## src/hw/rtl/cosine_similarity_best_match_top_assert.svh

```systemverilog
// assertion macros for the cosine similarity best match block
`ifndef COSINE_SIMILARITY_BEST_MATCH_TOP_ASSERT_SVH
`define COSINE_SIMILARITY_BEST_MATCH_TOP_ASSERT_SVH
`ifndef SYNTH
`define CSBM_ASSERT_IMP(label, ante, cons) \
	label: assert property (@(posedge clk) disable iff (!arst_n) (ante) |-> (cons)) \
	else $error("assertion failed");
`define CSBM_ASSERT_NXT(label, ante, cons) \
	label: assert property (@(posedge clk) disable iff (!arst_n) (ante) |=> (cons)) \
	else $error("assertion failed");
`else
`define CSBM_ASSERT_IMP(label, ante, cons)
`define CSBM_ASSERT_NXT(label, ante, cons)
`endif
`endif

```

## src/hw/rtl/cs_pkg.sv

```systemverilog
// shared types and constants for the cosine similarity best match block
package cs_pkg;
	localparam int ValW = 16;
	localparam int AccW = 40;
	localparam int IdxW = 10;
	localparam int MaxEntries = 1024;
	localparam int IdxLastInt = (MaxEntries - 1 < 1023) ? MaxEntries - 1 : 1023;
	localparam logic [IdxW-1:0] IdxLast = IdxLastInt[IdxW-1:0];

	typedef struct packed {
		logic signed [AccW-1:0] dot;
		logic [AccW-1:0] nq;
		logic [AccW-1:0] ne;
		logic [IdxW-1:0] idx;
		logic dend;
	} cs_job_t;

	typedef struct packed {
		logic full;
		logic empty;
	} cs_qstat_t;
endpackage

```

## src/hw/rtl/cs_stream_if.sv

```systemverilog
// stream interfaces for element pairs and score results
interface cs_in_if;
	import cs_pkg::*;
	logic valid;
	logic ready;
	logic signed [ValW-1:0] query_value;
	logic signed [ValW-1:0] entry_value;
	logic vector_end;
	logic database_end;
	modport source(output valid, query_value, entry_value, vector_end, database_end,
		input ready);
	modport sink(input valid, query_value, entry_value, vector_end, database_end,
		output ready);
endinterface

interface cs_out_if;
	import cs_pkg::*;
	logic valid;
	logic ready;
	logic [IdxW-1:0] entry_index;
	logic signed [ValW-1:0] similarity;
	logic [IdxW-1:0] best_index;
	logic signed [ValW-1:0] best_sim;
	logic final_res;
	modport source(output valid, entry_index, similarity, best_index, best_sim, final_res,
		input ready);
	modport sink(input valid, entry_index, similarity, best_index, best_sim, final_res,
		output ready);
endinterface

```

## src/hw/rtl/cosine_similarity_best_match_top.sv

```systemverilog
// top level of the cosine similarity best match block
// elements: one beat per cycle, entering a two stage multiply and accumulate front end
// (the input stalls while a vector end waits on a full job queue)
// per vector the back end multiplies the norms, takes the square root, divides and emits
// a two entry job queue lets the front end run on while the back end scores
// arst_n clears accumulators, entry count, best match and all valid flags at once
`include "cosine_similarity_best_match_top_assert.svh"
module cosine_similarity_best_match_top (
	input logic clk,
	input logic arst_n,
	cs_in_if.sink item,
	cs_out_if.source result
);
	import cs_pkg::*;

	cs_job_t job_in, job_out;
	cs_qstat_t qstat;
	logic push, pop;

	cs_front u_front (
		.clk(clk), .arst_n(arst_n), .item(item), .qstat(qstat), .push(push), .job(job_in)
	);

	cs_fifo u_fifo (
		.clk(clk), .arst_n(arst_n), .push(push), .din(job_in), .pop(pop),
		.dout(job_out), .qstat(qstat)
	);

	cs_back u_back (
		.clk(clk), .arst_n(arst_n), .job(job_out), .qstat(qstat), .pop(pop), .result(result)
	);

	`CSBM_ASSERT_IMP(a_no_push_full, push, !qstat.full)
	`CSBM_ASSERT_IMP(a_no_pop_empty, pop, !qstat.empty)
	`CSBM_ASSERT_IMP(a_best_dominates, result.valid, result.similarity <= result.best_sim)
endmodule

```

## src/hw/rtl/cs_front.sv

```systemverilog
// front end: element products, saturating accumulation, job issue per vector
module cs_front (
	input logic clk,
	input logic arst_n,
	cs_in_if.sink item,
	input cs_pkg::cs_qstat_t qstat,
	output logic push,
	output cs_pkg::cs_job_t job
);
	import cs_pkg::*;

	logic v_s1, vend_s1, dend_s1;
	logic signed [31:0] dp_s1;
	logic [30:0] qq_s1, ee_s1;
	logic signed [AccW-1:0] dot_q;
	logic [AccW-1:0] nq_q, ne_q;
	logic [IdxW-1:0] cnt_q;
	logic stall, accept;
	logic signed [AccW:0] dsum;
	logic [AccW:0] qsum, esum;
	logic signed [AccW-1:0] dot_n;
	logic [AccW-1:0] nq_n, ne_n;
	logic signed [31:0] qq_full, ee_full;

	assign stall = v_s1 && vend_s1 && qstat.full;
	assign item.ready = !stall;
	assign accept = item.valid && !stall;
	assign qq_full = item.query_value * item.query_value;
	assign ee_full = item.entry_value * item.entry_value;

	always_comb begin
		dsum = {dot_q[AccW-1], dot_q} + (AccW+1)'(dp_s1);
		qsum = {1'b0, nq_q} + (AccW+1)'(qq_s1);
		esum = {1'b0, ne_q} + (AccW+1)'(ee_s1);
		if (dsum[AccW] != dsum[AccW-1]) begin
			dot_n = dsum[AccW] ? {1'b1, {(AccW-1){1'b0}}} : {1'b0, {(AccW-1){1'b1}}};
		end else begin
			dot_n = dsum[AccW-1:0];
		end
		nq_n = qsum[AccW] ? {AccW{1'b1}} : qsum[AccW-1:0];
		ne_n = esum[AccW] ? {AccW{1'b1}} : esum[AccW-1:0];
	end

	assign push = v_s1 && vend_s1 && !qstat.full;
	assign job = '{dot: dot_n, nq: nq_n, ne: ne_n, idx: cnt_q, dend: dend_s1};

	always_ff @(posedge clk or negedge arst_n) begin
		if (!arst_n) begin
			v_s1 <= 1'b0;
			dot_q <= '0;
			nq_q <= '0;
			ne_q <= '0;
			cnt_q <= '0;
		end else if (!stall) begin
			v_s1 <= accept;
			if (v_s1) begin
				if (vend_s1) begin
					dot_q <= '0;
					nq_q <= '0;
					ne_q <= '0;
					cnt_q <= (dend_s1 || cnt_q == IdxLast) ? '0 : cnt_q + 1'b1;
				end else begin
					dot_q <= dot_n;
					nq_q <= nq_n;
					ne_q <= ne_n;
				end
			end
		end
	end

	always_ff @(posedge clk) begin
		if (accept) begin
			dp_s1 <= item.query_value * item.entry_value;
			qq_s1 <= qq_full[30:0];
			ee_s1 <= ee_full[30:0];
			vend_s1 <= item.vector_end;
			dend_s1 <= item.vector_end && item.database_end;
		end
	end
endmodule

```

## src/hw/rtl/cs_fifo.sv

```systemverilog
// two entry job queue between front and back end
module cs_fifo (
	input logic clk,
	input logic arst_n,
	input logic push,
	input cs_pkg::cs_job_t din,
	input logic pop,
	output cs_pkg::cs_job_t dout,
	output cs_pkg::cs_qstat_t qstat
);
	import cs_pkg::*;

	cs_job_t slot_q [2];
	logic wp_q, rp_q;
	logic [1:0] cnt_q;

	assign dout = slot_q[rp_q];
	assign qstat = '{full: cnt_q == 2'd2, empty: cnt_q == 2'd0};

	always_ff @(posedge clk or negedge arst_n) begin
		if (!arst_n) begin
			wp_q <= 1'b0;
			rp_q <= 1'b0;
			cnt_q <= '0;
		end else begin
			if (push) wp_q <= !wp_q;
			if (pop) rp_q <= !rp_q;
			cnt_q <= cnt_q + {1'b0, push} - {1'b0, pop};
		end
	end

	always_ff @(posedge clk) begin
		if (push) slot_q[wp_q] <= din;
	end
endmodule

```

## src/hw/rtl/cs_back.sv

```systemverilog
// back end: norm product, square root, divide, best match and result register
module cs_back (
	input logic clk,
	input logic arst_n,
	input cs_pkg::cs_job_t job,
	input cs_pkg::cs_qstat_t qstat,
	output logic pop,
	cs_out_if.source result
);
	import cs_pkg::*;

	typedef enum logic [2:0] {IDLE, MUL, SQRT, DIVI, DIV, EMIT} state_t;
	state_t state_q;

	logic [AccW-1:0] nq_q, ne_q, mag_q, root_q;
	logic neg_q, zero_q, dend_q, ovf_q;
	logic [IdxW-1:0] idx_q;
	logic [79:0] prod_q;
	logic [41:0] rem_q;
	logic [55:0] num_q, dv_q;
	logic [15:0] quo_q;
	logic [5:0] cnt_q;
	logic [1:0] step_q;
	logic seen_q;
	logic [IdxW-1:0] best_idx_q;
	logic signed [ValW-1:0] best_sc_q;
	logic valid_q;

	logic [19:0] ma, mb;
	logic [39:0] pp;
	logic [79:0] pp_sh;
	logic [43:0] rem_sh, trial;
	logic div_ge;
	logic signed [ValW-1:0] sim;
	logic better, out_free, emit;

	assign pop = state_q == IDLE && !qstat.empty;
	assign out_free = !valid_q || result.ready;
	assign emit = state_q == EMIT && out_free;

	always_comb begin
		ma = step_q[1] ? nq_q[39:20] : nq_q[19:0];
		mb = step_q[0] ? ne_q[39:20] : ne_q[19:0];
		pp = ma * mb;
		pp_sh = 80'(pp) << (6'd20 * ({5'd0, step_q[1]} + {5'd0, step_q[0]}));
		rem_sh = {rem_q, prod_q[79:78]};
		trial = {2'b00, root_q, 2'b01};
		div_ge = num_q >= dv_q;
		if (zero_q) begin
			sim = '0;
		end else if (neg_q) begin
			sim = (ovf_q || quo_q > 16'd32768) ? 16'sh8000 : $signed(~quo_q + 16'd1);
		end else begin
			sim = (ovf_q || quo_q > 16'd32767) ? 16'sh7fff : $signed(quo_q);
		end
		better = !seen_q || sim > best_sc_q;
	end

	assign result.valid = valid_q;

	always_ff @(posedge clk or negedge arst_n) begin
		if (!arst_n) begin
			state_q <= IDLE;
			valid_q <= 1'b0;
			seen_q <= 1'b0;
			best_idx_q <= '0;
			best_sc_q <= '0;
			cnt_q <= '0;
			step_q <= '0;
		end else begin
			valid_q <= emit || (valid_q && !result.ready);
			unique case (state_q)
				IDLE: begin
					if (!qstat.empty) begin
						nq_q <= job.nq;
						ne_q <= job.ne;
						neg_q <= job.dot < 0;
						mag_q <= (job.dot < 0) ? 40'(-job.dot) : job.dot;
						zero_q <= job.nq == '0 || job.ne == '0;
						idx_q <= job.idx;
						dend_q <= job.dend;
						prod_q <= '0;
						step_q <= '0;
						state_q <= MUL;
					end
				end
				MUL: begin
					prod_q <= prod_q + pp_sh;
					step_q <= step_q + 1'b1;
					if (step_q == 2'd3) begin
						rem_q <= '0;
						root_q <= '0;
						cnt_q <= 6'd39;
						state_q <= SQRT;
					end
				end
				SQRT: begin
					prod_q <= prod_q << 2;
					if (rem_sh >= trial) begin
						rem_q <= 42'(rem_sh - trial);
						root_q <= {root_q[38:0], 1'b1};
					end else begin
						rem_q <= rem_sh[41:0];
						root_q <= {root_q[38:0], 1'b0};
					end
					cnt_q <= cnt_q - 1'b1;
					if (cnt_q == '0) state_q <= DIVI;
				end
				DIVI: begin
					dv_q <= 56'(root_q) << 15;
					num_q <= 56'(mag_q) << 15;
					ovf_q <= {1'b0, mag_q} >= {root_q, 1'b0};
					quo_q <= '0;
					cnt_q <= 6'd15;
					state_q <= DIV;
				end
				DIV: begin
					if (div_ge) num_q <= num_q - dv_q;
					quo_q <= {quo_q[14:0], div_ge};
					dv_q <= dv_q >> 1;
					cnt_q <= cnt_q - 1'b1;
					if (cnt_q == '0) state_q <= EMIT;
				end
				EMIT: begin
					if (out_free) begin
						result.entry_index <= idx_q;
						result.similarity <= sim;
						result.best_index <= better ? idx_q : best_idx_q;
						result.best_sim <= better ? sim : best_sc_q;
						result.final_res <= dend_q;
						if (dend_q) begin
							seen_q <= 1'b0;
							best_idx_q <= '0;
							best_sc_q <= '0;
						end else if (better) begin
							seen_q <= 1'b1;
							best_idx_q <= idx_q;
							best_sc_q <= sim;
						end
						state_q <= IDLE;
					end
				end
				default: state_q <= IDLE;
			endcase
		end
	end
endmodule
```

## src/flat_wrapper.sv

```systemverilog
// flat-port wrapper written by rule: the top's interface ports become plain ports
module cosine_similarity_best_match_top_flat import cs_pkg::*;
  (clk, arst_n, item_valid, item_query_value, item_entry_value, item_vector_end, item_database_end, item_ready, result_valid, result_entry_index, result_similarity, result_best_index, result_best_sim, result_final_res, result_ready);
  cs_in_if item_i ();
  cs_out_if result_i ();
  input logic clk;
  input logic arst_n;
  input wire logic [$bits(item_i.valid)-1:0] item_valid;
  input wire logic [$bits(item_i.query_value)-1:0] item_query_value;
  input wire logic [$bits(item_i.entry_value)-1:0] item_entry_value;
  input wire logic [$bits(item_i.vector_end)-1:0] item_vector_end;
  input wire logic [$bits(item_i.database_end)-1:0] item_database_end;
  output wire logic [$bits(item_i.ready)-1:0] item_ready;
  output wire logic [$bits(result_i.valid)-1:0] result_valid;
  output wire logic [$bits(result_i.entry_index)-1:0] result_entry_index;
  output wire logic [$bits(result_i.similarity)-1:0] result_similarity;
  output wire logic [$bits(result_i.best_index)-1:0] result_best_index;
  output wire logic [$bits(result_i.best_sim)-1:0] result_best_sim;
  output wire logic [$bits(result_i.final_res)-1:0] result_final_res;
  input wire logic [$bits(result_i.ready)-1:0] result_ready;
  assign item_i.valid = item_valid;
  assign item_i.query_value = item_query_value;
  assign item_i.entry_value = item_entry_value;
  assign item_i.vector_end = item_vector_end;
  assign item_i.database_end = item_database_end;
  assign item_ready = item_i.ready;
  assign result_valid = result_i.valid;
  assign result_entry_index = result_i.entry_index;
  assign result_similarity = result_i.similarity;
  assign result_best_index = result_i.best_index;
  assign result_best_sim = result_i.best_sim;
  assign result_final_res = result_i.final_res;
  assign result_i.ready = result_ready;
  cosine_similarity_best_match_top u_core (.clk(clk), .arst_n(arst_n), .item(item_i), .result(result_i));
endmodule
```

## config.mk

```make
export PLATFORM = sky130hd
export DESIGN_NAME = cosine_similarity_best_match_top_flat
export DESIGN_NICKNAME = d
export VERILOG_FILES = /design/src/hw/rtl/cs_pkg.sv /design/src/hw/rtl/cs_stream_if.sv /design/src/hw/rtl/cosine_similarity_best_match_top.sv /design/src/hw/rtl/cs_front.sv /design/src/hw/rtl/cs_fifo.sv /design/src/hw/rtl/cs_back.sv /design/src/flat_wrapper.sv
export VERILOG_INCLUDE_DIRS = /design/src /design/src/hw/rtl
export SDC_FILE = /design/constraint.sdc
export NUM_CORES = 2
export LEC_CHECK = 0
export BUFFER_PORTS_ARGS = -buffer_cell sky130_fd_sc_hd__buf_2
export CELL_PAD_IN_SITES_DETAIL_PLACEMENT = 0
export CELL_PAD_IN_SITES_GLOBAL_PLACEMENT = 1
export CORE_ASPECT_RATIO = 1.1
export CORE_UTILIZATION = 35
export DETAILED_ROUTE_END_ITERATION = 8
export GPL_TIMING_DRIVEN = 0
export HOLD_SLACK_MARGIN = 0.05
export MAX_ROUTING_LAYER = met4
export PLACE_DENSITY_LB_ADDON = 0.1
export SLEW_MARGIN = 25
export SYNTH_ARGS = -nofsm -noshare
export SYNTH_HDL_FRONTEND = slang
export SYNTH_HIERARCHICAL = 1
export SYNTH_SLANG_ARGS = --single-unit
```

## constraint.sdc

```tcl
create_clock -name clk -period 20.1 [get_ports clk]
set_input_delay 4.02 -clock clk [delete_from_list [all_inputs] [get_ports clk]]
set_output_delay 4.02 -clock clk [all_outputs]
set_load 0.01 [all_outputs]
```

==> reports/results.ini <==
[run_status]
status=completed

[timing]
fin_crit_sh=0.697
worst_pin_slew_ns=1.15
rsz0062_at_grt=false
timing.fmax_mhz=71.3
finalSetupViolations=0
finalSetupTns_ns=0
fin_worst_skew_ns=0.0615
drv_slew=0
relSlewSlack=0.210
finalHoldViolations=0
period_minus_slack_ns=14.02

[global_routing]
track_usage=0.230
antenna_found_initial=6
grt_max_degree=74
grt_pass1_vias=74899
grt_pass1_wl_mm=476
overflow=0

[critical_path]
critical-path-max-stage-delay_ns=1.01
crit_path_max_fanout=10
cp_data_required_time_ns=20.60
critPathArrivalTime_ns=14.52
worst_path_max_delay_cell=mux2i_1
reg2reg_to=u_core/u_back/prod_q[78]
cp_top_family=compound AO/OA/AOI/OAI gates
crit_buf_inv=9
r2r_cells=41
regToRegSetupSlack_ns=6.08
crit_top_cell=fa_1
reg2reg_from=u_core/u_back/step_q[1]
start_kind=flip-flop
critPathKind=flip-flop to flip-flop
crit_path_end_kind=flip-flop

[synth]
synth_top_area_cell=edfxtp_1
synth_area_leaders=edfxtp_1 25%, fa_1 21%, ha_1 9.6%
async_flop_share=0.173
syn-cell-area_sq_mm=0.0980
ys_seq_area_frac=0.299
synthFlopType=edfxtp_1
ys_ff_latch=1006
synth_edf_count=832
syn_area_per_cell_sq_um=9.84
postSynthCellCount=9961
synth_cell_types=116
syn_nets=11791
synth_top_area_share=0.255
synth_warnings=6

[floorplanning]
start_util=0.352
ios=93
dieArea_sq_mm=0.282
fp-row-count=203
core_sq_mm=0.278
die_h_um=557
die_w_um=507

[clock_tree]
clk_pin_slew_ns=0.06
cts.sinks=1006
clk_latency_ns=0.77
ctsResizeCount=0
cts_hold_buf=0
clock_path_buffers=3
h-tree-depth=3
cts_made_buffers=113
postCtsSetupRepairBufs=0
cts_root_buffer=clkbuf_16
cts_tree=done

[finish]
drive_gt1_frac=0.0685
finalNonFillerCells=13998
multi_input_area_sq_mm=0.0613
final_nets=12030
ff_latch_area_sq_mm=0.0293
fillCellCount=28104
utilization=0.388
area_delta_synth_final_pct=10.3

[run]
maxCapViolCount=0

[detailed_routing]
dr.pass1.iters=7
drtIter0Drc=4114
drtAntennaViolNets=0
wl_per_cell_um=22.6
drc=0
vias=71422
routed_wl_mm=316
via_per_inst=5.10

[placement]
dp_hpwl_mm=258
io_buffers=85
dp.cells=13775
gp_congestion=0.929

[min_path]
hold_end=u_core/u_front/dot_q[19]
hp-start=u_core/u_front/dot_q[19]
hp-class=flip-flop to flip-flop
hold_depth=2

-- cell families (layout without fill, tap and decap cells) --
family | count (synthesis) | after routing | share of synthesized area
AO/OA/AOI/OAI | 1828 | 1828 | 0.121
XOR/XNOR | 454 | 454 | 0.0409
adder cells (fa/ha/maj) | 1792 | 1792 | 0.309
buffers and inverters | 1956 | 2294 | 0.0769
flip-flops | 1006 | 1006 | 0.299
multiplexers | 227 | 227 | 0.0285
other | 0 | 9 | 0
AND/OR/NAND/NOR | 2698 | 2698 | 0.125
-- Yosys cell counts, types with 70 or more instances --
master	number
a21o_1	195
a21oi_1	458
a22o_1	89
and2_1	194
and3_1	70
clkbuf_1	349
dfrtp_1	174
edfxtp_1	832
fa_1	1042
ha_1	750
inv_1	1534
mux2_2	92
mux2_4	80
nand2_1	1115
nand3_1	117
nand4_1	83
nor2_1	720
nor3_1	90
o21ai_0	478
o21bai_1	79
xnor2_1	298
xor2_1	154
-- sequential cells by signal (all words and copies together) (netlist names), 32 cells and up --
name,cells
u_core/u_back/nq_q,40
u_core/u_back/root_q,40
u_core/u_back/mag_q,40
u_core/u_back/ne_q,40
u_core/u_back/prod_q,80
u_core/u_fifo/slot_q,262
u_core/u_front/dot_q,40
u_core/u_front/dp_s1,32
u_core/u_back/rem_q,42
u_core/u_back/num_q,56
u_core/u_front/nq_q,40
u_core/u_front/ne_q,40
u_core/u_back/dv_q,55
-- worst max-delay path by stage --
stage | startpoint | end | slack, ns | depth (start not counted)
3_3_place_gp | arst_n | u_core/u_back/num_q[27] | 2.52 | 6
2_1_floorplan | u_core/u_back/step_q[0] | u_core/u_back/prod_q[79] | 9.41 | 37
4_1_cts | u_core/u_back/step_q[0] | u_core/u_back/prod_q[79] | 6.00 | 37
5_1_grt | u_core/u_back/step_q[0] | u_core/u_back/prod_q[79] | 5.50 | 40
6_report | u_core/u_back/step_q[1] | u_core/u_back/prod_q[78] | 6.08 | 41
3_5_place_dp | u_core/u_back/step_q[0] | u_core/u_back/prod_q[79] | 6.01 | 40
-- placed cells by master (no fill, tap or decap), types with 46 or more instances in the layout --
master,count
a21o_1,195
a21oi_1,457
a22o_1,89
a31oi_1,53
and2_1,191
and3_1,69
buf_2,113
clkbuf_1,346
clkbuf_16,115
dfrtp_1,174
edfxtp_1,832
fa_1,1042
ha_1,750
inv_1,1534
mux2_2,92
mux2_4,80
nand2_1,1115
nand2b_1,66
nand3_1,117
nand4_1,83
nor2_1,718
nor2b_1,67
nor3_1,88
o211ai_1,46
o21a_1,63
o21ai_0,478
o21bai_1,79
xnor2_1,298
xor2_1,154
-- final cells by class --
| cell class | count | share of cell area |
|---|---|---|
| buffer | 414 | 0.0164 |
| clock inverter | 80 | 0.00923 |
| antenna | 9 | 0.000208 |
| sequential | 1006 | 0.271 |
| multi-input combinational | 6999 | 0.567 |
| timing repair buffer | 124 | 0.0114 |
| clock buffer | 134 | 0.0277 |
| inverter | 1542 | 0.0535 |
| tap | 3690 | 0.0427 |
-- metrics by stage --
| step | instance area, sq um | worst slack (ns) | hold WS (ns) |
|---|---|---|---|
| final | 108000 | 6.08 | 0.491 |
| after global routing | 108000 | 5.50 | 0.508 |
| after CTS | 108000 | 6.00 | 0.493 |
| after detailed placement | 104000 | 6.01 | 0.480 |
| after global placement | 103000 | 2.52 | 0.469 |
| after floorplan | 98000 | 9.41 | 0.441 |
-- layer usage --
layer  vias to the layer above  track usage  routed length [um]  share of wire
li1                      33736            -                   -              -
met1                     35964        0.285              138000           0.44
met2                      1321        0.395              156000           0.50
met3                       401       0.0190                9510          0.030
met4                         0       0.0800               12000          0.038
met5                         -            -                   0              0
-- worst reg2reg max path, delay by kind of cell, from the launching register on --
family	cells	cell delay [ns]
fa+ha+maj	9	4.04
xor+xnor	2	0.26
flops	1	0.50
mux	2	1.52
compound gates	14	4.08
simple gates	5	1.10
buf+inv	9	2.29
Power is not shown: default switching activity piles up to over one toggle a cycle in this logic, so the estimate is an artifact.
